===== config.mk =====
export PLATFORM = sky130hd
export DESIGN_NAME = rbh_sqrt
export DESIGN_NICKNAME = d
export VERILOG_FILES = /design/src/hdl/rbh_pkg.sv /design/src/hdl/rbh_sqrt.sv
export VERILOG_INCLUDE_DIRS = /design/src /design/src/hdl
export SDC_FILE = /design/constraint.sdc
export NUM_CORES = 2
export LEC_CHECK = 0
export ABC_AREA = 1
export BUFFER_PORTS_ARGS = -buffer_cell sky130_fd_sc_hd__clkbuf_2
export CORE_MARGIN = 2
export CORE_UTILIZATION = 40
export DETAILED_ROUTE_END_ITERATION = 10
export GPL_TIMING_DRIVEN = 0
export SLEW_MARGIN = 40
export SYNTH_ARGS = -nofsm -noshare
export SYNTH_HDL_FRONTEND = slang
export SYNTH_SLANG_ARGS = --single-unit

===== constraint.sdc =====
create_clock -name clk -period 2.7 [get_ports clk]
set_input_delay 0.135 -clock clk [delete_from_list [all_inputs] [get_ports clk]]
set_output_delay 0.135 -clock clk [all_outputs]
set_load 0.05 [all_outputs]

===== src/hdl/radial_brush_height_edit_assert.svh =====
// ---------------------------------------------------------------------------
// Assertion macros for the radial brush height edit block
// Concurrent checks that vanish in synthesis builds.
// ---------------------------------------------------------------------------
`ifndef RADIAL_BRUSH_HEIGHT_EDIT_ASSERT_SVH
`define RADIAL_BRUSH_HEIGHT_EDIT_ASSERT_SVH
`ifndef SYNTHESIS
`define RBH_ASSERT_IMP(lbl, ante, cons) \
  lbl: assert property (@(posedge clk) disable iff (!rst_n) (ante) |-> (cons)) \
    else $error("rbh assertion failed");
`define RBH_ASSERT_NXT(lbl, ante, cons) \
  lbl: assert property (@(posedge clk) disable iff (!rst_n) (ante) |=> (cons)) \
    else $error("rbh assertion failed");
`else
`define RBH_ASSERT_IMP(lbl, ante, cons)
`define RBH_ASSERT_NXT(lbl, ante, cons)
`endif
`endif


===== src/hdl/rbh_pkg.sv =====
// ---------------------------------------------------------------------------
// rbh_pkg
// Shared widths, register indexes and stage payload types.
// ---------------------------------------------------------------------------
package rbh_pkg;

  localparam int CELL_SIZE_CM_DEF = 200;
  localparam int COL_W      = 15;
  localparam int HGT_W      = 16;
  localparam int RAD_W      = 22;
  localparam int DLT_W      = 17;
  localparam int N_W        = 2 * RAD_W;
  localparam int ROOT_STEPS = RAD_W;
  localparam int FALL_SHIFT = 10;
  localparam int WGT_W      = FALL_SHIFT + 1;
  localparam int NUM_W      = RAD_W + FALL_SHIFT;
  localparam int CFG_IDX_W  = 4;
  localparam int CFG_DATA_W = 24;

  localparam logic [CFG_IDX_W-1:0] CFG_ORIGIN_X = 4'd0;
  localparam logic [CFG_IDX_W-1:0] CFG_ORIGIN_Y = 4'd1;
  localparam logic [CFG_IDX_W-1:0] CFG_BRUSH_X  = 4'd2;
  localparam logic [CFG_IDX_W-1:0] CFG_BRUSH_Y  = 4'd3;
  localparam logic [CFG_IDX_W-1:0] CFG_RADIUS   = 4'd4;
  localparam logic [CFG_IDX_W-1:0] CFG_DELTA    = 4'd5;
  localparam logic [CFG_IDX_W-1:0] CFG_MIN_H    = 4'd6;
  localparam logic [CFG_IDX_W-1:0] CFG_MAX_H    = 4'd7;

  typedef struct packed {
    logic signed [22:0]      origin_x;
    logic signed [22:0]      origin_y;
    logic signed [23:0]      brush_x;
    logic signed [23:0]      brush_y;
    logic [RAD_W-1:0]        brush_radius;
    logic signed [DLT_W-1:0] brush_delta;
    logic signed [HGT_W-1:0] min_height;
    logic [14:0]             max_height;
  } rbh_cfg_t;

  typedef struct packed {
    logic                    act;
    logic [N_W-1:0]          n;
    logic signed [HGT_W-1:0] cur;
  } rbh_sq_t;

  typedef struct packed {
    logic                    act;
    logic [RAD_W-1:0]        d;
    logic signed [HGT_W-1:0] cur;
  } rbh_rt_t;

  typedef struct packed {
    logic                    act;
    logic [WGT_W-1:0]        wgt;
    logic signed [HGT_W-1:0] cur;
  } rbh_wt_t;

endpackage


===== src/hdl/rbh_sqrt.sv =====
// ---------------------------------------------------------------------------
// rbh_sqrt
// Integer square root, one result bit per pipeline stage.
// ---------------------------------------------------------------------------
`include "radial_brush_height_edit_assert.svh"
module rbh_sqrt (
  input  logic              clk,
  input  logic              rst_n,
  input  logic              en,
  input  logic              in_vld,
  input  rbh_pkg::rbh_sq_t  in_sq,
  input  logic [rbh_pkg::RAD_W-1:0] radius,
  output logic              out_vld,
  output rbh_pkg::rbh_rt_t  out_rt
);
  localparam int NS = rbh_pkg::ROOT_STEPS;
  localparam int NW = rbh_pkg::N_W;

  logic [NS-1:0] vld_r;
  logic [NS-1:0] act_r;
  logic [NW-1:0] n_r  [NS];
  logic [NW-1:0] rt_r [NS];
  logic signed [rbh_pkg::HGT_W-1:0] cur_r [NS];

  always_ff @(posedge clk) begin
    if (!rst_n) begin
      vld_r <= '0;
    end else if (en) begin
      vld_r <= {vld_r[NS-2:0], in_vld};
    end
  end

  genvar k;
  for (k = 0; k < NS; k++) begin : g_stage
    localparam logic [NW-1:0] BITV = NW'(1) << (NW - 2 - 2 * k);
    logic [NW-1:0] n_i, rt_i, tr;
    logic act_i;
    logic signed [rbh_pkg::HGT_W-1:0] cur_i;
    if (k == 0) begin : g_first
      assign n_i   = in_sq.n;
      assign rt_i  = '0;
      assign act_i = in_sq.act;
      assign cur_i = in_sq.cur;
    end else begin : g_next
      assign n_i   = n_r[k-1];
      assign rt_i  = rt_r[k-1];
      assign act_i = act_r[k-1];
      assign cur_i = cur_r[k-1];
    end
    assign tr = rt_i + BITV;
    always_ff @(posedge clk) begin
      if (en) begin
        if (n_i >= tr) begin
          n_r[k]  <= n_i - tr;
          rt_r[k] <= (rt_i >> 1) + BITV;
        end else begin
          n_r[k]  <= n_i;
          rt_r[k] <= rt_i >> 1;
        end
        act_r[k] <= act_i;
        cur_r[k] <= cur_i;
      end
    end
  end

  assign out_vld    = vld_r[NS-1];
  assign out_rt.act = act_r[NS-1];
  assign out_rt.d   = rt_r[NS-1][rbh_pkg::RAD_W-1:0];
  assign out_rt.cur = cur_r[NS-1];

  // a cell inside the disc never lies farther out than the radius
  `RBH_ASSERT_IMP(a_root_in_disc, out_vld && out_rt.act,
                  rt_r[NS-1] <= NW'(radius))
endmodule


==> results.ini <==
[sta]
tightest_slew_ps=786
timing.setup.tns_ps=0
setup-violations-final=0
period_minus_slack_ps=2610
fin_skew_ps=50.4
slew_viol_final=0
fin_hold_ws_ps=45.2
timing.fmax_mhz=383
finalHoldViolCount=0
min_period_over_period_pct=96.6
slew_headroom_pct=47.1

[power_and_ir_drop]
vdd.ir_drop.worst_v=0.000625
cellLeakagePower_uw=0.0383
power_density_nw_per_um2=745

[yosys]
synth_top_area_cell=edfxtp_1
syn_area_um2=79600
yosysWarningCount=0
synth_nets=8601
synth_edf_count=1551
synthArstFlopShare_pct=0
ys.flop_type=edfxtp_1
synth_top_area_share_pct=58.5
avgSynthCellArea_um2=9.66
synth.area.top_cells=edfxtp_1 (59%), nand2_1 (10%), inv_1 (5.8%)
synth-seq-cells=1573
synthDistinctLibCells=57
synthCells=8242
ys_seq_area_share_pct=59.1

[critical_path]
cp_slowest_cell=edfxtp_1
path_cells=inv_1 -> ha_1 -> o21ai_4 -> nand2_1 -> nand2_1 -> nand2_1 -> nand2_2 -> nand2_1 -> nand2_2 -> inv_4 -> buf_6 -> o21ai_2
crit_family=flip-flops
r2r_slack_ps=90
slowest_delay_ps=630
crit_top_cell=nand2_1
worstSetupPathType=flip-flop to flip-flop
start_kind=flip-flop
crit_fanout=10
end_kind=flip-flop
worstPathArrival_ps=3190
critPathBufInv=3
required_ps=3280

[global_route]
grt_pass1_vias=55700
grt_pass1_wl_um=330000
grt_max_degree=79
grt-ovfl-total=0
grt.total_usage_pct=21.3
antenna_found_initial=5

[clock_network]
cts-root-buf=clkbuf_16
cts_sinks=1573
cts_tree=built
clk_pin_slew_ps=60
h-tree-depth=4
numCtsBuffers=172
cts.path.max_buffers=3
clock_latency_ps=840

[hold_path]
hp-class=input pin to flip-flop

[layout]
drive_gt1_share_pct=10.1
final_common_cell=nand2_1
nets=9058
synthToLayoutAreaGrowth_pct=15.3
final_cells=11500
final_cell_mix=nand2_1 (2123), edfxtp_1 (1551), inv_1 (1232)
final_util_pct=46.4
n_fill_cell=18500

[drt]
vias=56900
detail_route.wl_per_cell_um=18.9
drt-pass1-iter-count=7
final_antenna_net_count=0
drtIter0Drc=4523
via_per_inst=4.95
wirelength_um=217000
post-route-drc-count=0

[floorplanning]
coreArea_um2=198000
row_count=163
die_w_um=450
initial_core_util_pct=40.3
die_area_um2=203000
ioPinCount=127
die_h_um=450

[place]
dp_cells=11000
routabilityCongestion=0.942
port_buffers=104
hpwl_um=172000

[run_status]
outcome=completed

[flow_run]
max_cap_violations=0

-- cell families (layout without fill, tap and decap cells) --
kind of cell | after synthesis | in the layout | synth area share, %
simple gates | 4126 | 4126 | 22.1
flops | 1573 | 1573 | 59.1
buf+inv | 1363 | 1958 | 6.93
compound gates | 663 | 663 | 4.89
fa+ha+maj | 272 | 272 | 4.28
xor+xnor | 245 | 245 | 2.71
other cells | 0 | 1 | 0
-- layout make-up --
class / instances / area, µm² / area share (%)
Sequential cell: 1573 / 47000 / 51.2
Clock buffer: 191 / 4380 / 4.77
Inverter: 1263 / 4760 / 5.18
Buffer: 100 / 876 / 0.954
Antenna cell: 1 / 2.50 / 0.00273
Tap cell: 2640 / 3300 / 3.60
Multi-Input combinational cell: 5306 / 27600 / 30.1
Clock inverter: 121 / 1250 / 1.36
Timing Repair Buffer: 283 / 2560 / 2.79
-- what timing repair did --
item	in CTS	in global routing
gates cloned	0	0
resized for setup	32	113
hold endpoints to repair	132	0
setup endpoints to repair	143	310
hold buffers	120	0
pin swaps	6	8
setup buffers	6	29
-- final timing paths --
path                startpoint            to  depth (start not counted)
setup / recovery   n_r[1][276]   n_r[1][326]                         12
hold reg to reg   cur_r[2][34]  cur_r[2][50]                          0
hold / removal       in_sq[23]     n_r[0][7]                          2
setup reg to reg   n_r[1][276]   n_r[1][326]                         12
-- cells in the mapped netlist, types with 17 or more instances --
| cell type | instances |
|---|---|
| a21oi_1 | 256 |
| a21oi_2 | 21 |
| buf_4 | 23 |
| buf_6 | 30 |
| clkbuf_1 | 31 |
| dfxtp_1 | 22 |
| edfxtp_1 | 1551 |
| ha_1 | 272 |
| inv_1 | 1232 |
| inv_2 | 25 |
| nand2_1 | 2137 |
| nand2_2 | 42 |
| nand3_1 | 453 |
| nand3b_1 | 30 |
| nand4_1 | 174 |
| nor2_1 | 949 |
| nor2_2 | 39 |
| nor3_1 | 133 |
| nor4_1 | 77 |
| o21ai_0 | 193 |
| o21ai_1 | 42 |
| o21ai_2 | 84 |
| o21bai_1 | 17 |
| or2_2 | 17 |
| xnor2_1 | 142 |
| xor2_1 | 102 |
-- stage by stage --
stage	area [µm²]	power [µW]	setup slack, ps
after global placement	83400	45300	-8440
final	91800	68400	91.2
after detailed placement	84000	45300	-1290
after CTS	91100	68800	-2.18
after floorplan	79600	40500	10.3
after global routing	91800	71900	-30.8
-- per-layer routing --
| layer | GRT usage, % | vias to the layer above | routed length [µm] |
|---|---|---|---|
| met1 | 27.3 | 26900 | 92100 |
| li1 | - | 28300 | - |
| met5 | 0 | - | 0 |
| met3 | 2.90 | 294 | 11100 |
| met4 | 6.37 | 0 | 6480 |
| met2 | 37.3 | 1344 | 107000 |
-- report_power, final --
group | total, µW | switching, µW | internal (µW)
logic | 13500 | 9050 | 4440
registers | 31800 | 1880 | 29900
clock network | 23100 | 9910 | 13200
total | 68400 | 20800 | 47500
-- worst reg2reg max path, stage by stage (launching register included) --
cell and delay [ps]:
edfxtp_1 630, inv_1 90, ha_1 280, o21ai_4 240, nand2_1 80, nand2_1 120, nand2_1 90, nand2_2 100
nand2_1 90, nand2_2 120, inv_4 80, buf_6 170, o21ai_2 290
-- state kept, by name, indices dropped and copies added, names as in the netlist --
register and count:
cur_r 352, g_stage.act_i 21, n_r 924, out_rt 1, rt_r 253, vld_r 22
Power figures use the tool's default switching activity.
