[config.mk]
export PLATFORM = sky130hd
export DESIGN_NAME = rbh_div
export DESIGN_NICKNAME = d
export VERILOG_FILES = /design/src/hdl/rbh_pkg.sv /design/src/hdl/rbh_div.sv
export VERILOG_INCLUDE_DIRS = /design/src /design/src/hdl
export SDC_FILE = /design/constraint.sdc
export NUM_CORES = 1
export LEC_CHECK = 0
export BUFFER_PORTS_ARGS = -buffer_cell sky130_fd_sc_hd__clkbuf_2
export CAP_MARGIN = 20
export CORE_ASPECT_RATIO = 0.8
export CORE_MARGIN = 3
export CORE_UTILIZATION = 65
export DETAILED_ROUTE_END_ITERATION = 12
export PLACE_DENSITY = 0.83
export SYNTH_ARGS = -nofsm -noshare
export SYNTH_HDL_FRONTEND = slang
export SYNTH_SLANG_ARGS = --single-unit
[constraint.sdc]
create_clock -name clk -period 8.97 [get_ports clk]
set_clock_uncertainty 0.15 [all_clocks]
set_input_delay 0.4485 -clock clk [delete_from_list [all_inputs] [get_ports clk]]
set_output_delay 0.4485 -clock clk [all_outputs]
set_load 0.05 [all_outputs]
[src/hdl/radial_brush_height_edit_assert.svh]
// ---------------------------------------------------------------------------
// Assertion macros for the radial brush height edit block
// Concurrent checks that vanish in synthesis builds.
// ---------------------------------------------------------------------------
`ifndef RADIAL_BRUSH_HEIGHT_EDIT_ASSERT_SVH
`define RADIAL_BRUSH_HEIGHT_EDIT_ASSERT_SVH
`ifndef SYNTHESIS
`define RBH_ASSERT_IMP(lbl, ante, cons) \
  lbl: assert property (@(posedge clk) disable iff (!rst_n) (ante) |-> (cons)) \
    else $error("rbh assertion failed");
`define RBH_ASSERT_NXT(lbl, ante, cons) \
  lbl: assert property (@(posedge clk) disable iff (!rst_n) (ante) |=> (cons)) \
    else $error("rbh assertion failed");
`else
`define RBH_ASSERT_IMP(lbl, ante, cons)
`define RBH_ASSERT_NXT(lbl, ante, cons)
`endif
`endif

[src/hdl/rbh_pkg.sv]
// ---------------------------------------------------------------------------
// rbh_pkg
// Shared widths, register indexes and stage payload types.
// ---------------------------------------------------------------------------
package rbh_pkg;

  localparam int CELL_SIZE_CM_DEF = 200;
  localparam int COL_W      = 15;
  localparam int HGT_W      = 16;
  localparam int RAD_W      = 22;
  localparam int DLT_W      = 17;
  localparam int N_W        = 2 * RAD_W;
  localparam int ROOT_STEPS = RAD_W;
  localparam int FALL_SHIFT = 10;
  localparam int WGT_W      = FALL_SHIFT + 1;
  localparam int NUM_W      = RAD_W + FALL_SHIFT;
  localparam int CFG_IDX_W  = 4;
  localparam int CFG_DATA_W = 24;

  localparam logic [CFG_IDX_W-1:0] CFG_ORIGIN_X = 4'd0;
  localparam logic [CFG_IDX_W-1:0] CFG_ORIGIN_Y = 4'd1;
  localparam logic [CFG_IDX_W-1:0] CFG_BRUSH_X  = 4'd2;
  localparam logic [CFG_IDX_W-1:0] CFG_BRUSH_Y  = 4'd3;
  localparam logic [CFG_IDX_W-1:0] CFG_RADIUS   = 4'd4;
  localparam logic [CFG_IDX_W-1:0] CFG_DELTA    = 4'd5;
  localparam logic [CFG_IDX_W-1:0] CFG_MIN_H    = 4'd6;
  localparam logic [CFG_IDX_W-1:0] CFG_MAX_H    = 4'd7;

  typedef struct packed {
    logic signed [22:0]      origin_x;
    logic signed [22:0]      origin_y;
    logic signed [23:0]      brush_x;
    logic signed [23:0]      brush_y;
    logic [RAD_W-1:0]        brush_radius;
    logic signed [DLT_W-1:0] brush_delta;
    logic signed [HGT_W-1:0] min_height;
    logic [14:0]             max_height;
  } rbh_cfg_t;

  typedef struct packed {
    logic                    act;
    logic [N_W-1:0]          n;
    logic signed [HGT_W-1:0] cur;
  } rbh_sq_t;

  typedef struct packed {
    logic                    act;
    logic [RAD_W-1:0]        d;
    logic signed [HGT_W-1:0] cur;
  } rbh_rt_t;

  typedef struct packed {
    logic                    act;
    logic [WGT_W-1:0]        wgt;
    logic signed [HGT_W-1:0] cur;
  } rbh_wt_t;

endpackage

[src/hdl/rbh_div.sv]
// ---------------------------------------------------------------------------
// rbh_div
// Falloff weight (r-d)*1024/r by restoring division, one bit per stage.
// ---------------------------------------------------------------------------
`include "radial_brush_height_edit_assert.svh"
module rbh_div (
  input  logic              clk,
  input  logic              rst_n,
  input  logic              en,
  input  logic              in_vld,
  input  rbh_pkg::rbh_rt_t  in_rt,
  input  logic [rbh_pkg::RAD_W-1:0] radius,
  output logic              out_vld,
  output rbh_pkg::rbh_wt_t  out_wt
);
  localparam int NS = rbh_pkg::WGT_W;
  localparam int MW = rbh_pkg::NUM_W;

  logic [NS-1:0] vld_r;
  logic [NS-1:0] act_r;
  logic [MW-1:0] rem_r [NS];
  logic [NS-1:0] q_r   [NS];
  logic signed [rbh_pkg::HGT_W-1:0] cur_r [NS];

  always_ff @(posedge clk) begin
    if (!rst_n) begin
      vld_r <= '0;
    end else if (en) begin
      vld_r <= {vld_r[NS-2:0], in_vld};
    end
  end

  genvar s;
  for (s = 0; s < NS; s++) begin : g_stage
    logic [MW-1:0] rem_i, dsh;
    logic [NS-1:0] q_i;
    logic act_i;
    logic signed [rbh_pkg::HGT_W-1:0] cur_i;
    if (s == 0) begin : g_first
      assign rem_i = MW'(in_rt.d <= radius ? radius - in_rt.d : '0) << rbh_pkg::FALL_SHIFT;
      assign q_i   = '0;
      assign act_i = in_rt.act;
      assign cur_i = in_rt.cur;
    end else begin : g_next
      assign rem_i = rem_r[s-1];
      assign q_i   = q_r[s-1];
      assign act_i = act_r[s-1];
      assign cur_i = cur_r[s-1];
    end
    assign dsh = MW'(radius) << (NS - 1 - s);
    always_ff @(posedge clk) begin
      if (en) begin
        if (rem_i >= dsh) begin
          rem_r[s] <= rem_i - dsh;
          q_r[s]   <= {q_i[NS-2:0], 1'b1};
        end else begin
          rem_r[s] <= rem_i;
          q_r[s]   <= {q_i[NS-2:0], 1'b0};
        end
        act_r[s] <= act_i;
        cur_r[s] <= cur_i;
      end
    end
  end

  assign out_vld    = vld_r[NS-1];
  assign out_wt.act = act_r[NS-1];
  assign out_wt.wgt = q_r[NS-1];
  assign out_wt.cur = cur_r[NS-1];

  // weight never exceeds full scale inside the disc
  `RBH_ASSERT_IMP(a_wgt_range, out_vld && out_wt.act,
                  q_r[NS-1] <= NS'(1 << rbh_pkg::FALL_SHIFT))
endmodule

==> summary.md <==
| Metric | Value |
|---|---|
| XOR/XNOR Fraction of Synth Area | `0.0615` |
| Hold depth | `2` |
| Largest area contributor in the netlist | `edfxtp_1` |
| Netlist cell types | `86` |
| Buf/Inv on CP | `4` |
| Clock transition at the registers of the reported paths | `about 60 ps` |
| Post-synth EDFFs | `between 500 and 600` |
| CP Class | `in2reg` |
| Router iterations before antenna repair | `8` |
| Synth Area in Compound Gates | `0.152` |
| Final Cycle Share | `0.683` |
| Met3 usage | `0.0407` |
| Num CTS Buffers | `52` |
| Syn. warnings | `0` |
| Leakage | `between 10 and 15 nW` |
| Die X | `252 µm` |
| Slowest Stage Delay on Critical Path | `710 ps` |
| Wire per inst | `between 20 and 25 µm` |
| Fin. max-slew vios | `0` |
| Mux contribution to synthesized area | `0.0230` |
| Final GP Congestion | `between 0.9 and 1` |
| Die ar. | `between 50000 and 60000 µm²` |
| Vias after detailed routing | `roughly 23000` |
| First-pass GRT wire length | `118 mm` |
| Vias in the first global route | `~22000` |
| Setup crit start kind | `input pin` |
| Fmax | `approximately 0.16 GHz` |
| Synth top cells by count | `edfxtp_1, ha_1, nand2_1` |
| Measured slew at the worst slew-check pin | `roughly 990 ps` |
| Post-DP HPWL | `between 50 and 60 mm` |
| Setup_tns | `0 ps` |
| Tot GR Track Use | `0.293` |
| Design area | `34700 µm²` |
| Largest family of logic cells by synthesized area | `compound AO/OA/AOI/OAI gates` |
| Synthesized flop and latch total | `529` |
| P&R area growth vs syn | `10.3%` |
| IO Count | `94` |
| Status | `complete, no violations` |
| Peak fanout along the critical path | `34` |
| Initial antenna violation count | `3` |
| Pwr/cell area | `between 300 and 400 nW/µm²` |
| Max H-tree Level | `2` |
| Setup violators final | `0` |
| Most frequent cell after synthesis | `edfxtp_1` |
| Critical-path top delay cell | `nor2_1` |
| Clk buf depth | `3` |
| Worst Path Required | `between 9000 and 10000 ps` |
| Worst vdd ir | `roughly 170 µV` |
| Worst skew pair latency | `roughly 600 ps` |
| Dominant cells by area after synthesis | `edfxtp_1, ha_1, o21ai_0` |
| Final hold vios | `0` |
| Share of the synthesized area in the top cell type | `0.493` |
| Worst hold path class | `in2reg` |
| Syn Nets | `3190` |
| Critical Path End Type | `flop` |
| Post-CTS Resized | `0` |
| Die H | `between 200 and 250 µm` |
| Layer with the highest usage | `met2` |
| DRC violations left | `0` |
| CTS tree | `built` |
| Initial Util | `0.663` |
| Core Region | `approximately 47000 µm²` |
| Post-synth ARST share | `0` |
| Fin util | `0.732` |
| CP top delay family | `compound AO/OA/AOI/OAI gates` |
| Mapped Cells | `~2900` |
| Final min period | `6130 ps` |
| Rows | `71` |
| Overflow after GRT | `0` |
| M2 GR Usage | `0.474` |
| Synthesized area | `31500 µm²` |
| Prevailing post-synth register cell | `edfxtp_1` |
| ANT nets after route | `0` |
| Met1 usage | `0.407` |
| Largest net degree at the start of global routing | `between 150 and 200` |
| Seq/Total Area, Yosys | `0.501` |
| Syn_area_per_cell | `~11 µm²` |
| Stages on worst setup path | `21` |
| Root buf cell | `clkbuf_16` |
| Layout cells sized above 1 | `0.104` |
| RSZ-0062 raised after global routing | `no` |
| Drt total wl | `about 76 mm` |
| Dpl cell area | `approximately 33000 µm²` |
| Vias per cell | `6.32` |
| CTS Sinks | `roughly 530` |
| Nets | `3320` |
| DRT iter0 DRCs | `roughly 2200` |
| Worst path arrival time | `about 6300 ps` |
| Post-Synth Simple-Gate Area | `0.128` |
| Synth Area in Adders | `0.111` |
| FF-to-FF path depth | `13` |
| IO Port Bufs | `93` |
| Slew HR | `0.324` |
| Max Cap Violations | `0` |
| Worst path cell trace | `clkbuf_2, inv_1, fa_1, nand2b_1, a211oi_1, o211a_1, o31a_1, nor2_1, buf_4, nor3_1, ha_1, and4_1, nand2_1, a211oi_1, o41ai_1, a21oi_1, a31oi_1, o21a_1, o211ai_2, buf_4, mux2_2` |
final timing paths:
path	start	endpoint	slack, ps
worst max register to register	rem_r[3][7]$_SDFFCE_PP0P_	rem_r[4][31]$_DFFE_PP_	4600
worst max-delay path	radius[1]	rem_r[0][16]$_DFFE_PP_	2840
worst min register to register	cur_r[6][11]$_DFFE_PP_	cur_r[7][11]$_DFFE_PP_	260
worst min-delay path	rst_n	vld_r[7]$_SDFFE_PN0P_	50
final cells by class:
class / count / area [µm²]
Sequential cell: 529 / 15800
Clock inverter: 42 / 474
Clock buffer: 56 / 1320
Fill cell: 3236 / 12700
Timing Repair Buffer: 144 / 938
Multi-Input combinational cell: 2136 / 15000
Inverter: 119 / 447
Antenna cell: 1 / 2.50
Tap cell: 620 / 776
layout by cell type (no fill, tap or decap), drive strengths merged, types with 9 or more instances in the layout:
cell         instances
inv                124
mux2                50
a21o                92
o21a                42
nand2b              42
and2                24
a21boi              15
nor2               201
nand2              226
xor2               100
a31oi               29
nor2b               54
buf                 33
or3                 22
and4                 9
a21oi              195
xnor2              121
clkbuf             148
edfxtp             517
o31ai               27
or2                 23
nand3               38
dfxtp               12
and3                15
o211ai               9
o21ai              225
mux2i               16
nor4                33
clkinv              27
fa                  11
dlygate4sd3         19
nand4               32
nor3                72
ha                 262
o21bai              22
a211oi              21
flip-flops by register name, summed over array words and instances (netlist names):
| signal | cells |
|---|---|
| vld_r | 11 |
| g_stage.act_i | 10 |
| rem_r | 265 |
| cur_r | 176 |
| out_wt | 1 |
| q_r | 66 |
stage by stage:
stage / setup slack, ps / cells / power (mW) / hold slack, ps
2_1_floorplan: 3060 / 2852 / 7.16 / 250
3_3_place_gp: 2400 / 3528 / 8.03 / 250
3_5_place_dp: 2270 / 3529 / 8.22 / 255
4_1_cts: 2890 / 3646 / 10.5 / 28.2
5_1_grt: 2360 / 3646 / 11.2 / 60.8
6_report: 2840 / 3647 / 10.6 / 50.6
logic make-up after synthesis:
logic type	after synthesis
AO/OA/AOI/OAI	758
XOR/XNOR	221
adder cells (fa/ha/maj)	273
buffers and inverters	187
flip-flops	529
multiplexers	66
AND/OR/NAND/NOR	818
timing repair:
item	in CTS	in global routing
buffers inserted	0	0
hold buffers	19	0
endpoints found under the hold margin	19	0
layer usage:
layer	part of all wire	wire length (µm)	vias to the layer above
li1	-	-	10900
met1	0.43	32300	11000
met2	0.46	34800	922
met3	0.073	5490	178
met4	0.040	3010	4
met5	0.00034	26	-
where the power goes:
part,leakage [nW],switching [mW],internal [mW]
clock network,0.876,0.987,1.29
logic,7.61,2.44,1.85
registers,5.11,0.398,3.61
total,13.6,3.83,6.75
Note: power is estimated with default switching activity, not from simulation.
