File: src/hdl/radial_brush_height_edit_assert.svh
// ---------------------------------------------------------------------------
// Assertion macros for the radial brush height edit block
// Concurrent checks that vanish in synthesis builds.
// ---------------------------------------------------------------------------
`ifndef RADIAL_BRUSH_HEIGHT_EDIT_ASSERT_SVH
`define RADIAL_BRUSH_HEIGHT_EDIT_ASSERT_SVH
`ifndef SYNTHESIS
`define RBH_ASSERT_IMP(lbl, ante, cons) \
  lbl: assert property (@(posedge clk) disable iff (!rst_n) (ante) |-> (cons)) \
    else $error("rbh assertion failed");
`define RBH_ASSERT_NXT(lbl, ante, cons) \
  lbl: assert property (@(posedge clk) disable iff (!rst_n) (ante) |=> (cons)) \
    else $error("rbh assertion failed");
`else
`define RBH_ASSERT_IMP(lbl, ante, cons)
`define RBH_ASSERT_NXT(lbl, ante, cons)
`endif
`endif

File: src/hdl/rbh_pkg.sv
// ---------------------------------------------------------------------------
// rbh_pkg
// Shared widths, register indexes and stage payload types.
// ---------------------------------------------------------------------------
package rbh_pkg;

  localparam int CELL_SIZE_CM_DEF = 200;
  localparam int COL_W      = 15;
  localparam int HGT_W      = 16;
  localparam int RAD_W      = 22;
  localparam int DLT_W      = 17;
  localparam int N_W        = 2 * RAD_W;
  localparam int ROOT_STEPS = RAD_W;
  localparam int FALL_SHIFT = 10;
  localparam int WGT_W      = FALL_SHIFT + 1;
  localparam int NUM_W      = RAD_W + FALL_SHIFT;
  localparam int CFG_IDX_W  = 4;
  localparam int CFG_DATA_W = 24;

  localparam logic [CFG_IDX_W-1:0] CFG_ORIGIN_X = 4'd0;
  localparam logic [CFG_IDX_W-1:0] CFG_ORIGIN_Y = 4'd1;
  localparam logic [CFG_IDX_W-1:0] CFG_BRUSH_X  = 4'd2;
  localparam logic [CFG_IDX_W-1:0] CFG_BRUSH_Y  = 4'd3;
  localparam logic [CFG_IDX_W-1:0] CFG_RADIUS   = 4'd4;
  localparam logic [CFG_IDX_W-1:0] CFG_DELTA    = 4'd5;
  localparam logic [CFG_IDX_W-1:0] CFG_MIN_H    = 4'd6;
  localparam logic [CFG_IDX_W-1:0] CFG_MAX_H    = 4'd7;

  typedef struct packed {
    logic signed [22:0]      origin_x;
    logic signed [22:0]      origin_y;
    logic signed [23:0]      brush_x;
    logic signed [23:0]      brush_y;
    logic [RAD_W-1:0]        brush_radius;
    logic signed [DLT_W-1:0] brush_delta;
    logic signed [HGT_W-1:0] min_height;
    logic [14:0]             max_height;
  } rbh_cfg_t;

  typedef struct packed {
    logic                    act;
    logic [N_W-1:0]          n;
    logic signed [HGT_W-1:0] cur;
  } rbh_sq_t;

  typedef struct packed {
    logic                    act;
    logic [RAD_W-1:0]        d;
    logic signed [HGT_W-1:0] cur;
  } rbh_rt_t;

  typedef struct packed {
    logic                    act;
    logic [WGT_W-1:0]        wgt;
    logic signed [HGT_W-1:0] cur;
  } rbh_wt_t;

endpackage

File: src/hdl/rbh_apply.sv
// ---------------------------------------------------------------------------
// rbh_apply
// Scale delta by weight, truncate toward zero, add and clamp.
// ---------------------------------------------------------------------------
`include "radial_brush_height_edit_assert.svh"
module rbh_apply (
  input  logic              clk,
  input  logic              rst_n,
  input  logic              en,
  input  logic              in_vld,
  input  rbh_pkg::rbh_wt_t  in_wt,
  input  rbh_pkg::rbh_cfg_t cfg,
  output logic              out_vld,
  output logic signed [rbh_pkg::HGT_W-1:0] new_height,
  output logic              height_moved
);
  localparam int PW = rbh_pkg::DLT_W + rbh_pkg::WGT_W + 1;
  localparam int OW = rbh_pkg::DLT_W + 1;

  logic vld1_r, vld2_r, act1_r, moved_r;
  logic signed [PW-1:0] prod_r;
  logic signed [rbh_pkg::HGT_W-1:0] cur1_r, new_r;

  logic signed [PW-1:0] prod_nxt, rnd_nxt;
  logic signed [OW-1:0] off_nxt, sum_nxt, lo_nxt, hi_nxt;
  logic signed [rbh_pkg::HGT_W-1:0] new_nxt;

  always_comb begin
    prod_nxt = PW'(cfg.brush_delta) * $signed(PW'(in_wt.wgt));
    // bias negatives so the shift truncates toward zero
    rnd_nxt  = prod_r[PW-1] ? prod_r + PW'((1 << rbh_pkg::FALL_SHIFT) - 1) : prod_r;
    off_nxt  = OW'(rnd_nxt >>> rbh_pkg::FALL_SHIFT);
    sum_nxt  = OW'(cur1_r) + off_nxt;
    lo_nxt   = OW'(cfg.min_height);
    hi_nxt   = OW'($signed({1'b0, cfg.max_height}));
    new_nxt  = cur1_r;
    if (act1_r && off_nxt != '0) begin
      priority if (sum_nxt < lo_nxt) new_nxt = cfg.min_height;
      else if (sum_nxt > hi_nxt)     new_nxt = $signed({1'b0, cfg.max_height});
      else                           new_nxt = sum_nxt[rbh_pkg::HGT_W-1:0];
    end
  end

  always_ff @(posedge clk) begin
    if (!rst_n) begin
      vld1_r <= 1'b0;
      vld2_r <= 1'b0;
    end else if (en) begin
      vld1_r <= in_vld;
      vld2_r <= vld1_r;
    end
  end

  always_ff @(posedge clk) begin
    if (en) begin
      prod_r  <= prod_nxt;
      act1_r  <= in_wt.act;
      cur1_r  <= in_wt.cur;
      new_r   <= new_nxt;
      moved_r <= new_nxt != cur1_r;
    end
  end

  assign out_vld      = vld2_r;
  assign new_height   = new_r;
  assign height_moved = moved_r;

  // a cell outside the disc leaves the stage unchanged
  `RBH_ASSERT_IMP(a_idle_no_move, en && vld1_r && !act1_r, new_nxt == cur1_r)
endmodule

File: config.mk
export PLATFORM = sky130hd
export DESIGN_NAME = rbh_apply
export DESIGN_NICKNAME = d
export VERILOG_FILES = /design/src/hdl/rbh_pkg.sv /design/src/hdl/rbh_apply.sv
export VERILOG_INCLUDE_DIRS = /design/src /design/src/hdl
export SDC_FILE = /design/constraint.sdc
export NUM_CORES = 1
export LEC_CHECK = 0
export ABC_AREA = 1
export BUFFER_PORTS_ARGS = -buffer_cell sky130_fd_sc_hd__buf_2
export CAP_MARGIN = 20
export CORE_MARGIN = 1
export CORE_UTILIZATION = 59
export DETAILED_ROUTE_END_ITERATION = 6
export GPL_TIMING_DRIVEN = 0
export PLACE_DENSITY = 0.83
export SYNTH_ARGS = -nofsm -noshare
export SYNTH_HDL_FRONTEND = slang
export SYNTH_SLANG_ARGS = --single-unit
File: constraint.sdc
create_clock -name clk -period 7.15 [get_ports clk]
set_clock_uncertainty 0.05 [all_clocks]
set_input_delay 1.43 -clock clk [delete_from_list [all_inputs] [get_ports clk]]
set_output_delay 1.43 -clock clk [all_outputs]
set_load 0.005 [all_outputs]
==> results.yml <==
pwr:
  power.share.switching_pct: 54.80
  p_seq_share_pct: 11.8
  power_per_cell_area_nw_per_um2: 547.2
  power.combinational.fraction_pct: 82.3
  internal_power_w: 0.003401
  max-vdd-ir-drop_v: 0.0004023
  clock_power_share_pct: 5.9
  p_switching_w: 0.004124
  p_total_w: 0.007525
  leakage_nw: 7.870
setup_path:
  cp_common_cell: "fa_1"
  cp_data_required_time_ns: 7.19
  worst_setup_path_start_kind: "primary input"
  timing.reg2reg.setup_slack_ns: 1.13
  timing.critical_path.arrival_ns: 6.86
  path_delay_family: "adder cells"
  slowest_stage: "fa_1"
  wp_buf_inv: 5
  critical-path-max-stage-delay_ns: 0.55
  worstReg2RegStart: "prod_r[5]"
  crit_path_cell_trace: "clkbuf_1, clkbuf_2, nand2_1, fa_1, fa_1, inv_1, fa_1, inv_1, fa_1, inv_1, fa_1, ha_1, a21oi_1, nor2_1, nor2_1, o221ai_1, a21oi_1, nor3_1, nor2_1, o21ai_0, nand2_1, nand3_1, xor2_1"
  reg2reg_to: "height_moved"
  timing_worst_setup_path_type: "in2reg"
  r2r_cells: 41
  critical_path_peak_fanout: 10
  endpoint_kind: "register"
worst_hold_path:
  hold-path-cell-count: 2
  worst_hold_path_type: "reg2reg"
  min_to: "out_vld"
  hold_path.startpoint: "vld1_r"
route:
  routed_wire_length_per_instance_um: 15.41
  dr_total_vias: 11000
  drc_errors: 0
  totalWireLength_mm: 31.73
  route.antenna.remaining_nets: 0
  drt_iter0_drc: 718
  detail_route.vias_per_cell: 5.341
  detailedRoute.firstPassIterationCount: 5
finish:
  stdcell_area_um2: 13750
  finalCoreUtilization_pct: 65.42
  mostFrequentLayoutCell: "inv_1"
  mostFrequentLayoutCells: "431 x inv_1, 413 x nand2_1, 171 x fa_1, 113 x ha_1, 105 x nor2_1"
  area_growth_pct: 8.746
  n_antenna_cell: 0
  layout-drive-gt1-share_pct: 9.361
  nets: 2259
clocking:
  tritoncts.num_buffers: 9
  cts.clk_slew.worst_paths_ns: 0.05
  clock_path_buffers: 2
  ctsHtreeMaxLevel: 3
  insertion_delay_ns: 0.34
  tritoncts: "done"
  cts_resized: 0
  clockRootBuffer: "clkbuf_16"
  post_cts_buffers: 0
  hold_buffers: 0
  tritoncts_num_sinks: 65
yosys:
  synth_cells: 1681
  synth.largest_area_cell: "fa_1"
  synthArstFlopShare_pct: 0
  ys_seq_elements: 65
  yosys-top-cells-area: "fa_1 27%, edfxtp_1 15%, inv_1 13%, nand2_1 12%, ha_1 11%"
  synthesis.yosys.warnings: 0
  dominantRegCellSynth: "edfxtp_1"
  synth_area_um2: 12650
  synth_top_cell_area_share_pct: 27.07
  synth.net_count: 2161
  synth-seq-area-share_pct: 15.28
  synth.distinct_cells: 42
  synth_enable_flop_cells: 63
  synthesized_area_per_cell_um2: 7.523
grt:
  grt_start_max_net_pins: 42
  grt_util_all_layers_pct: 30.43
  grt_overflow: 0
  via_count_of_the_first_global_routing_pass: 11560
  grt_antenna_before_repair: 0
  grt_pass1_wl_mm: 52.74
job:
  drv_cap: 0
placement:
  final_weighted_congestion_in_routability_driven_placement: 0.9530
  detailed_place.area_um2: 13440
  port_buffers: 86
  post-dp-hpwl_mm: 26.58
die:
  initial_core_util_pct: 60.16
  core-area_um2: 21020
  rows: 53
  die_area_um2: 22020
  fp.dieW_um: 148.4
  fp.dieH_um: 148.4
  pin_count: 214
sta:
  slew-limit-headroom_pct: 55.09
  worst-slew-pin-transition_ns: 0.6736
  max_freq_ghz: 0.1467
  hold_viol_final: 0
  maxSlewViolCount: 0
  rsz0062_at_grt: "false"
  final_min_period_over_clock_period_pct: 95.34
  setup_tns_after_final_layout_ns: 0
  hold_slack_ns: 0.4752
  period_minus_slack_ns: 6.817
  setup_violations: 0
run_status:
  outcome: "completed"
==> Yosys cell counts, types with 3 or more instances <==
cell type and count:
buf_2 7, nand4_1 19, nand3_1 98, o21bai_1 5, nand3_2 20, buf_6 4
nor3_1 9, nor2_1 105, xor2_1 27, nand2_1 413, xnor2_1 18, clkbuf_1 39
ha_1 113, a21o_1 7, a21oi_1 55, inv_1 431, o31ai_1 3, edfxtp_1 63
o21ai_0 31, nand2_2 6, fa_1 171, a31oi_1 6, inv_2 5
==> registers in the layout (all words and copies together), names as in the netlist <==
| register | cells |
|---|---|
| cur1_r | 16 |
| height_moved | 1 |
| new_height | 16 |
| prod_r | 29 |
| vld1_r | 1 |
| out_vld | 1 |
| act1_r | 1 |
==> area by class of cell <==
class,count,area [um^2]
multi-input cells,1127,8823
fillers,1791,7269
plain buffers,52,264.0
clock inverters,7,71.32
repair buffers,87,450.4
well taps,275,344.1
flip-flops and latches,65,1932
clock buffers,9,225.2
inverters,437,1642
==> per-stage QoR <==
step / setup WS (ns) / std cells
global route: 0.09223 / 2059
CTS: 0.005577 / 2059
detailed placement: -0.3558 / 2043
finish: 0.3329 / 2059
floorplan: 0.6769 / 1681
global placement: -0.2026 / 2042
==> tightest hold or removal path, stage by stage (launching register included) <==
cell	delay, ns
dfxtp_1	0.32
nor2_1	0.05
nor2_1	0.11
==> how the worst max path moves through the flow <==
stage	slack, ns	end	cells after the start	startpoint
finish	0.33	prod_r[28]	23	in_wt[23]
global route	0.09	prod_r[28]	23	in_wt[23]
CTS	0.006	prod_r[28]	23	in_wt[21]
detailed placement	-0.36	prod_r[28]	23	in_wt[21]
global placement	-0.20	prod_r[28]	23	in_wt[21]
floorplan	0.68	prod_r[26]	22	in_wt[19]
==> kinds of logic (layout without fill, tap and decap cells) <==
group,after synthesis,in the layout,share of synthesized area (%)
xor gates and xnor gates,45,45,3.117
AOI/OAI and AO/OA,118,118,5.254
buffers and inverters,489,592,14.95
adders and majority gates,284,284,38.25
DFF,65,65,15.28
and+or+nand+nor,680,680,23.15
==> routing by layer <==
| layer | vias to the layer above | part of all wire [%] | GRT usage [%] | routed length, um |
|---|---|---|---|---|
| li1 | 5275 | - | - | - |
| met1 | 5221 | 40 | 35.93 | 12690 |
| met2 | 424 | 50 | 55.21 | 15790 |
| met3 | 78 | 6.6 | 3.589 | 2108 |
| met4 | 0 | 3.6 | 13.97 | 1137 |
| met5 | - | 0 | 0 | 0 |
==> power groups by stage <==
stage | Clock, W | Combinational (W) | Sequential, W
2_1_floorplan | 0 | 0.00474 | 0.000878
3_3_place_gp | 0 | 0.00587 | 0.000893
3_5_place_dp | 0 | 0.00610 | 0.000895
4_1_cts | 0.000447 | 0.00614 | 0.000888
5_1_grt | 0.000460 | 0.00701 | 0.000908
6_report | 0.000443 | 0.00619 | 0.000889
No activity file was read; power rests on OpenSTA's default activity.
