**config.mk**
```make
export PLATFORM = sky130hd
export DESIGN_NAME = rbh_geom
export DESIGN_NICKNAME = d
export VERILOG_FILES = /design/src/hdl/radial_brush_height_edit_assert.svh /design/src/hdl/rbh_pkg.sv /design/src/hdl/rbh_geom.sv
export SDC_FILE = /design/constraint.sdc
export NUM_CORES = 2
export LEC_CHECK = 0
export BUFFER_PORTS_ARGS = -buffer_cell sky130_fd_sc_hd__buf_2
export CAP_MARGIN = 20
export CORE_MARGIN = 5
export CORE_UTILIZATION = 34
export CTS_BUF_LIST = sky130_fd_sc_hd__clkbuf_16
export CTS_CLUSTER_SIZE = 30
export DETAILED_ROUTE_END_ITERATION = 10
export GPL_ROUTABILITY_DRIVEN = 0
export SYNTH_ARGS = -nofsm -noshare
export SYNTH_HDL_FRONTEND = slang
export SYNTH_SLANG_ARGS = --single-unit
export TNS_END_PERCENT = 100
```
**constraint.sdc**
```tcl
create_clock -name clk -period 7.9 [get_ports clk]
set_input_delay 1.58 -clock clk [delete_from_list [all_inputs] [get_ports clk]]
set_output_delay 1.58 -clock clk [all_outputs]
set_load 0.05 [all_outputs]
```
**src/hdl/radial_brush_height_edit_assert.svh**
```systemverilog
// ---------------------------------------------------------------------------
// Assertion macros for the radial brush height edit block
// Concurrent checks that vanish in synthesis builds.
// ---------------------------------------------------------------------------
`ifndef RADIAL_BRUSH_HEIGHT_EDIT_ASSERT_SVH
`define RADIAL_BRUSH_HEIGHT_EDIT_ASSERT_SVH
`ifndef SYNTHESIS
`define RBH_ASSERT_IMP(lbl, ante, cons) \
  lbl: assert property (@(posedge clk) disable iff (!rst_n) (ante) |-> (cons)) \
    else $error("rbh assertion failed");
`define RBH_ASSERT_NXT(lbl, ante, cons) \
  lbl: assert property (@(posedge clk) disable iff (!rst_n) (ante) |=> (cons)) \
    else $error("rbh assertion failed");
`else
`define RBH_ASSERT_IMP(lbl, ante, cons)
`define RBH_ASSERT_NXT(lbl, ante, cons)
`endif
`endif

```
**src/hdl/rbh_pkg.sv**
```systemverilog
// ---------------------------------------------------------------------------
// rbh_pkg
// Shared widths, register indexes and stage payload types.
// ---------------------------------------------------------------------------
package rbh_pkg;

  localparam int CELL_SIZE_CM_DEF = 200;
  localparam int COL_W      = 15;
  localparam int HGT_W      = 16;
  localparam int RAD_W      = 22;
  localparam int DLT_W      = 17;
  localparam int N_W        = 2 * RAD_W;
  localparam int ROOT_STEPS = RAD_W;
  localparam int FALL_SHIFT = 10;
  localparam int WGT_W      = FALL_SHIFT + 1;
  localparam int NUM_W      = RAD_W + FALL_SHIFT;
  localparam int CFG_IDX_W  = 4;
  localparam int CFG_DATA_W = 24;

  localparam logic [CFG_IDX_W-1:0] CFG_ORIGIN_X = 4'd0;
  localparam logic [CFG_IDX_W-1:0] CFG_ORIGIN_Y = 4'd1;
  localparam logic [CFG_IDX_W-1:0] CFG_BRUSH_X  = 4'd2;
  localparam logic [CFG_IDX_W-1:0] CFG_BRUSH_Y  = 4'd3;
  localparam logic [CFG_IDX_W-1:0] CFG_RADIUS   = 4'd4;
  localparam logic [CFG_IDX_W-1:0] CFG_DELTA    = 4'd5;
  localparam logic [CFG_IDX_W-1:0] CFG_MIN_H    = 4'd6;
  localparam logic [CFG_IDX_W-1:0] CFG_MAX_H    = 4'd7;

  typedef struct packed {
    logic signed [22:0]      origin_x;
    logic signed [22:0]      origin_y;
    logic signed [23:0]      brush_x;
    logic signed [23:0]      brush_y;
    logic [RAD_W-1:0]        brush_radius;
    logic signed [DLT_W-1:0] brush_delta;
    logic signed [HGT_W-1:0] min_height;
    logic [14:0]             max_height;
  } rbh_cfg_t;

  typedef struct packed {
    logic                    act;
    logic [N_W-1:0]          n;
    logic signed [HGT_W-1:0] cur;
  } rbh_sq_t;

  typedef struct packed {
    logic                    act;
    logic [RAD_W-1:0]        d;
    logic signed [HGT_W-1:0] cur;
  } rbh_rt_t;

  typedef struct packed {
    logic                    act;
    logic [WGT_W-1:0]        wgt;
    logic signed [HGT_W-1:0] cur;
  } rbh_wt_t;

endpackage

```
**src/hdl/rbh_geom.sv**
```systemverilog
// ---------------------------------------------------------------------------
// rbh_geom
// Cell centre, offsets to the brush, squared distance and disc test.
// ---------------------------------------------------------------------------
module rbh_geom #(
  parameter int CELL_SIZE_CM = rbh_pkg::CELL_SIZE_CM_DEF
) (
  input  logic                           clk,
  input  logic                           rst_n,
  input  logic                           en,
  input  logic                           in_vld,
  input  logic [rbh_pkg::COL_W-1:0]      cell_col,
  input  logic [rbh_pkg::COL_W-1:0]      cell_row,
  input  logic signed [rbh_pkg::HGT_W-1:0] cur_height,
  input  rbh_pkg::rbh_cfg_t              cfg,
  output logic                           out_vld,
  output rbh_pkg::rbh_sq_t               out_sq
);
  localparam int PROD_W = rbh_pkg::COL_W + $clog2(CELL_SIZE_CM + 1);
  localparam int CW     = ((PROD_W + 1 > 24) ? PROD_W + 1 : 24) + 2;
  localparam int SQ_W   = 2 * CW;
  localparam int R2_W   = 2 * rbh_pkg::RAD_W;

  logic [2:0] vld_r;
  logic signed [CW-1:0] cx_r, cy_r, dx_r, dy_r;
  logic [SQ_W-1:0] sqx_r, sqy_r;
  logic signed [rbh_pkg::HGT_W-1:0] cur1_r, cur2_r, cur3_r;
  logic [R2_W-1:0] r2_r;
  logic out_vld_r;
  rbh_pkg::rbh_sq_t out_r;

  logic [PROD_W-1:0] px_nxt, py_nxt;
  logic signed [CW-1:0] cx_nxt, cy_nxt;
  logic signed [SQ_W-1:0] sqx_nxt, sqy_nxt;
  logic [SQ_W:0] d2_nxt;
  rbh_pkg::rbh_sq_t out_nxt;

  always_comb begin
    px_nxt  = PROD_W'(cell_col) * PROD_W'(CELL_SIZE_CM);
    py_nxt  = PROD_W'(cell_row) * PROD_W'(CELL_SIZE_CM);
    cx_nxt  = CW'(cfg.origin_x) + CW'($signed({1'b0, px_nxt})) + CW'(CELL_SIZE_CM / 2);
    cy_nxt  = CW'(cfg.origin_y) + CW'($signed({1'b0, py_nxt})) + CW'(CELL_SIZE_CM / 2);
    sqx_nxt = dx_r * dx_r;
    sqy_nxt = dy_r * dy_r;
    d2_nxt  = (SQ_W + 1)'(sqx_r) + (SQ_W + 1)'(sqy_r);
    out_nxt.act = (cfg.brush_radius != '0) && (cfg.brush_delta != '0) &&
                  (d2_nxt <= (SQ_W + 1)'(r2_r));
    out_nxt.n   = d2_nxt[rbh_pkg::N_W-1:0];
    out_nxt.cur = cur3_r;
  end

  always_ff @(posedge clk) begin
    if (!rst_n) begin
      vld_r     <= '0;
      out_vld_r <= 1'b0;
    end else if (en) begin
      vld_r     <= {vld_r[1:0], in_vld};
      out_vld_r <= vld_r[2];
    end
  end

  always_ff @(posedge clk) begin
    r2_r <= R2_W'(cfg.brush_radius) * R2_W'(cfg.brush_radius);
    if (en) begin
      cx_r   <= cx_nxt;
      cy_r   <= cy_nxt;
      cur1_r <= cur_height;
      dx_r   <= cx_r - CW'(cfg.brush_x);
      dy_r   <= cy_r - CW'(cfg.brush_y);
      cur2_r <= cur1_r;
      sqx_r  <= $unsigned(sqx_nxt);
      sqy_r  <= $unsigned(sqy_nxt);
      cur3_r <= cur2_r;
      out_r  <= out_nxt;
    end
  end

  assign out_vld = out_vld_r;
  assign out_sq  = out_r;
endmodule

```
==> run_results.csv <==
group,metric,value,unit
outcome,outcome,"completed",
clocking,cts_hold_buf,0,
clocking,clk_pin_slew,60,ps
synth,synth_top_area_share,42.7,%
setup_path,cp.buffers_inverters,6,
synth,async_reset_ff_share,0,%
placed_design,portBuffers,244,
route,ant_nets,0,
setup_path,reg2reg_depth,26,
setup_path,crit_path_max_fanout,8,
timing,hold_viol,0,
route,wl_per_cell,16.6,um
cells_and_area,fin_cells,11700,
timing,fmax,130,MHz
worst_hold_path,hp-start,"cur3_r[8]",
clocking,cts_root_buf,"clkbuf_16",
timing,finClkSkew,34.9,ps
cells_and_area,design_area,89200,sq um
cells_and_area,postLayoutCoreUtil,38.7,%
setup_path,cpMostUsedCell,"fa_1",
synth,syn-cell-area,78900,sq um
floorplan,start_util,34.2,%
synth,netlist_instances,7980,
timing,slew_headroom,19.7,%
floorplan,fp.coreArea,231000,sq um
synth,yosys-top-cells-area,"fa_1 (43%), ha_1 (13%), edfxtp_1 (12%), inv_1 (11%), and2_1 (3.0%)",
synth,avgSynthCellArea,9.89,sq um
setup_path,worstPathRequired,8320,ps
worst_hold_path,min_to,"out_sq[8]",
global_routing,grt_max_degree,113,
synth,yosysMostFrequentCell,"inv_1",
timing,layout_min_cycle_time,7680,ps
clocking,cts_buffers,49,
floorplan,die_width,492,um
global_routing,grt-ovfl-total,0,
route,drt_first_pass_iters,5,
timing,maxSlewViolCount,0,
setup_path,critPathCaptureType,"flop",
cells_and_area,nNetsFinal,11300,
route,drt-initial-drc-count,2463,
synth,synth_edf_count,315,
cells_and_area,syn2layout_area_growth,13.1,%
worst_hold_path,hold_path_class,"flop to flop",
setup_path,slowest_stage,"fa_1",
placed_design,dp.final_hpwl,168,mm
placed_design,dp.cells,11600,
setup_path,ff2ff_setup_slack,220,ps
clocking,worst_skew_pair.late_latency,680,ps
global_routing,antenna_found_initial,8,
synth,ys_seq_area_share,13.2,%
timing,setup_viol,0,
setup_path,cp_top_family,"adder cells",
worst_hold_path,hold_path_depth,0,
synth,yosys.area.top_type,"fa_1",
setup_path,arrival,8090,ps
synth,synth_nets,10700,
cells_and_area,drive_above_1_share,10.4,%
clocking,cts_tree,"yes",
timing,setup_slack,225,ps
timing,worstMarginPinSlew,1200,ps
floorplan,io_pins,276,
global_routing,gr-usage-all-layers,16.4,%
synth,synth_common_cells,"inv_1 (2,279), fa_1 (1,683), ha_1 (794)",
synth,synthFlopType,"edfxtp_1",
route,finalWirelength,194,mm
clocking,cts_htree_levels,2,
floorplan,die_h,492,um
setup_path,critPathMaxStageDelay,550,ps
route,vias,54600,
synth,ys_warn_count,0,
placed_design,post_dp_cell_area,87300,sq um
synth,ys_types,79,
floorplan,rows,176,
setup_path,r2r-start,"dy_r[4]",
route,drc_errors,0,
placed_design,dp_slack,-486,ps
floorplan,die_area,242000,sq um
run,cap_viol_max_count,0,
timing,min_period_over_period,97.2,%
setup_path,cp-start-kind,"flop",
route,via_per_inst,4.68,
clocking,cts_sinks,362,
clocking,clock_path_buffers,3,
synth,ys_ff_latch,362,
global_routing,grt_pass1_vias,60800,
setup_path,r2r_end,"sqy_r[51]",
setup_path,criticalPathCategory,"flop to flop",
global_routing,grt_first_pass_wirelength,319,mm
registers in the layout, summed over array words and instances (netlist names):
name / count
out_sq: 61
sqx_r: 51
sqy_r: 51
r2_r: 43
cx_r: 26
cy_r: 26
dx_r: 26
dy_r: 26
cur1_r: 16
cur2_r: 16
cur3_r: 16
vld_r: 3
out_vld: 1
worst reg2reg max path: stages (launching register included):
cell,delay (ps)
edfxtp_1,480
buf_4,230
and2_1,190
fa_1,520
fa_1,540
fa_1,550
inv_1,50
fa_1,510
inv_1,60
fa_1,520
fa_1,510
inv_1,50
fa_1,550
inv_1,60
ha_1,290
a21o_1,190
a21oi_1,210
o21ai_0,200
a211oi_2,320
nand3_1,130
o221ai_2,210
a21oi_2,120
a311oi_2,250
buf_4,190
o211ai_1,140
a31oi_1,230
xnor2_1,100
metrics by stage:
stage | hold slack [ps] | TNS (ps)
6_report | 415 | 0
5_1_grt | 422 | -15.3
4_1_cts | 417 | 0
3_5_place_dp | 405 | -3680
3_3_place_gp | 401 | -3310
2_1_floorplan | 400 | 0
worst max-delay path by stage:
stage | start | slack (ps) | cells past startpoint | end
after floorplan | cfg[61] | 4 | 26 | r2_r[43]
after global placement | cfg[60] | -450 | 26 | r2_r[39]
after detailed placement | cfg[54] | -490 | 25 | r2_r[43]
after CTS | dy_r[9] | 50 | 29 | sqy_r[47]
after global routing | dy_r[4] | -10 | 26 | sqy_r[51]
final | dy_r[4] | 220 | 26 | sqy_r[51]
cells by family after synthesis:
logic type | Yosys count | synth area share (%)
buffers and inverters | 2464 | 11.7
and+or+nand+nor | 1578 | 9.77
AOI/OAI and AO/OA | 762 | 6.29
DFF | 362 | 13.2
adders and majority gates | 2477 | 55.3
muxes | 12 | 0.157
xor gates and xnor gates | 325 | 3.61
per-layer routing:
layer,vias to the layer above,track usage (%),part of all wire [%]
li1,25300,-,-
met1,27800,21.2,42
met2,1194,28.2,49
met3,302,2.02,5.1
met4,4,6.20,4.3
met5,-,0,0.014
what timing repair did:
| action | in CTS | in global routing |
|---|---|---|
| endpoints found under the setup margin | 3 | 25 |
| endpoints found under the hold margin | 0 | 0 |
| gates resized for setup | 1 | 34 |
| gates cloned | 0 | 0 |
| pin swaps | 0 | 9 |
| buffers inserted | 1 | 14 |
final cells by class:
class                           instances  area [sq um]
Multi-Input combinational cell       5154         59400
Tap cell                             3026          3790
Fill cell                           22700        141000
Timing Repair Buffer                  753          5450
Antenna cell                            8          20.0
Inverter                             2279          8550
Sequential cell                       362         10400
Clock buffer                           51          1280
Clock inverter                         40           345
cell usage in the layout (no fill, tap or decap), drive strengths merged, types with 6 or more instances in the layout:
master,count
o21ai,138
a21oi,249
fa,1683
xnor2,251
or2,13
a211oi,22
and2,384
diode,8
or3,13
ha,794
a2111oi,7
a211o,6
dfxtp,47
a31oi,24
nand2b,37
nor2,227
edfxtp,315
a31o,10
nor2b,95
o21a,40
a311oi,11
nand3,56
o21bai,28
nor4,17
clkbuf,56
xor2,74
o41ai,10
o211ai,23
buf,748
a21boi,19
nand4,34
mux2i,9
o31ai,6
inv,2288
and3,35
nor3,61
clkinv,21
nand2,591
clkinvlp,6
a21o,117
Power is left out: the tool's default activity adds up to more than one toggle a clock period on the data nets, which glitch-free logic cannot reach.
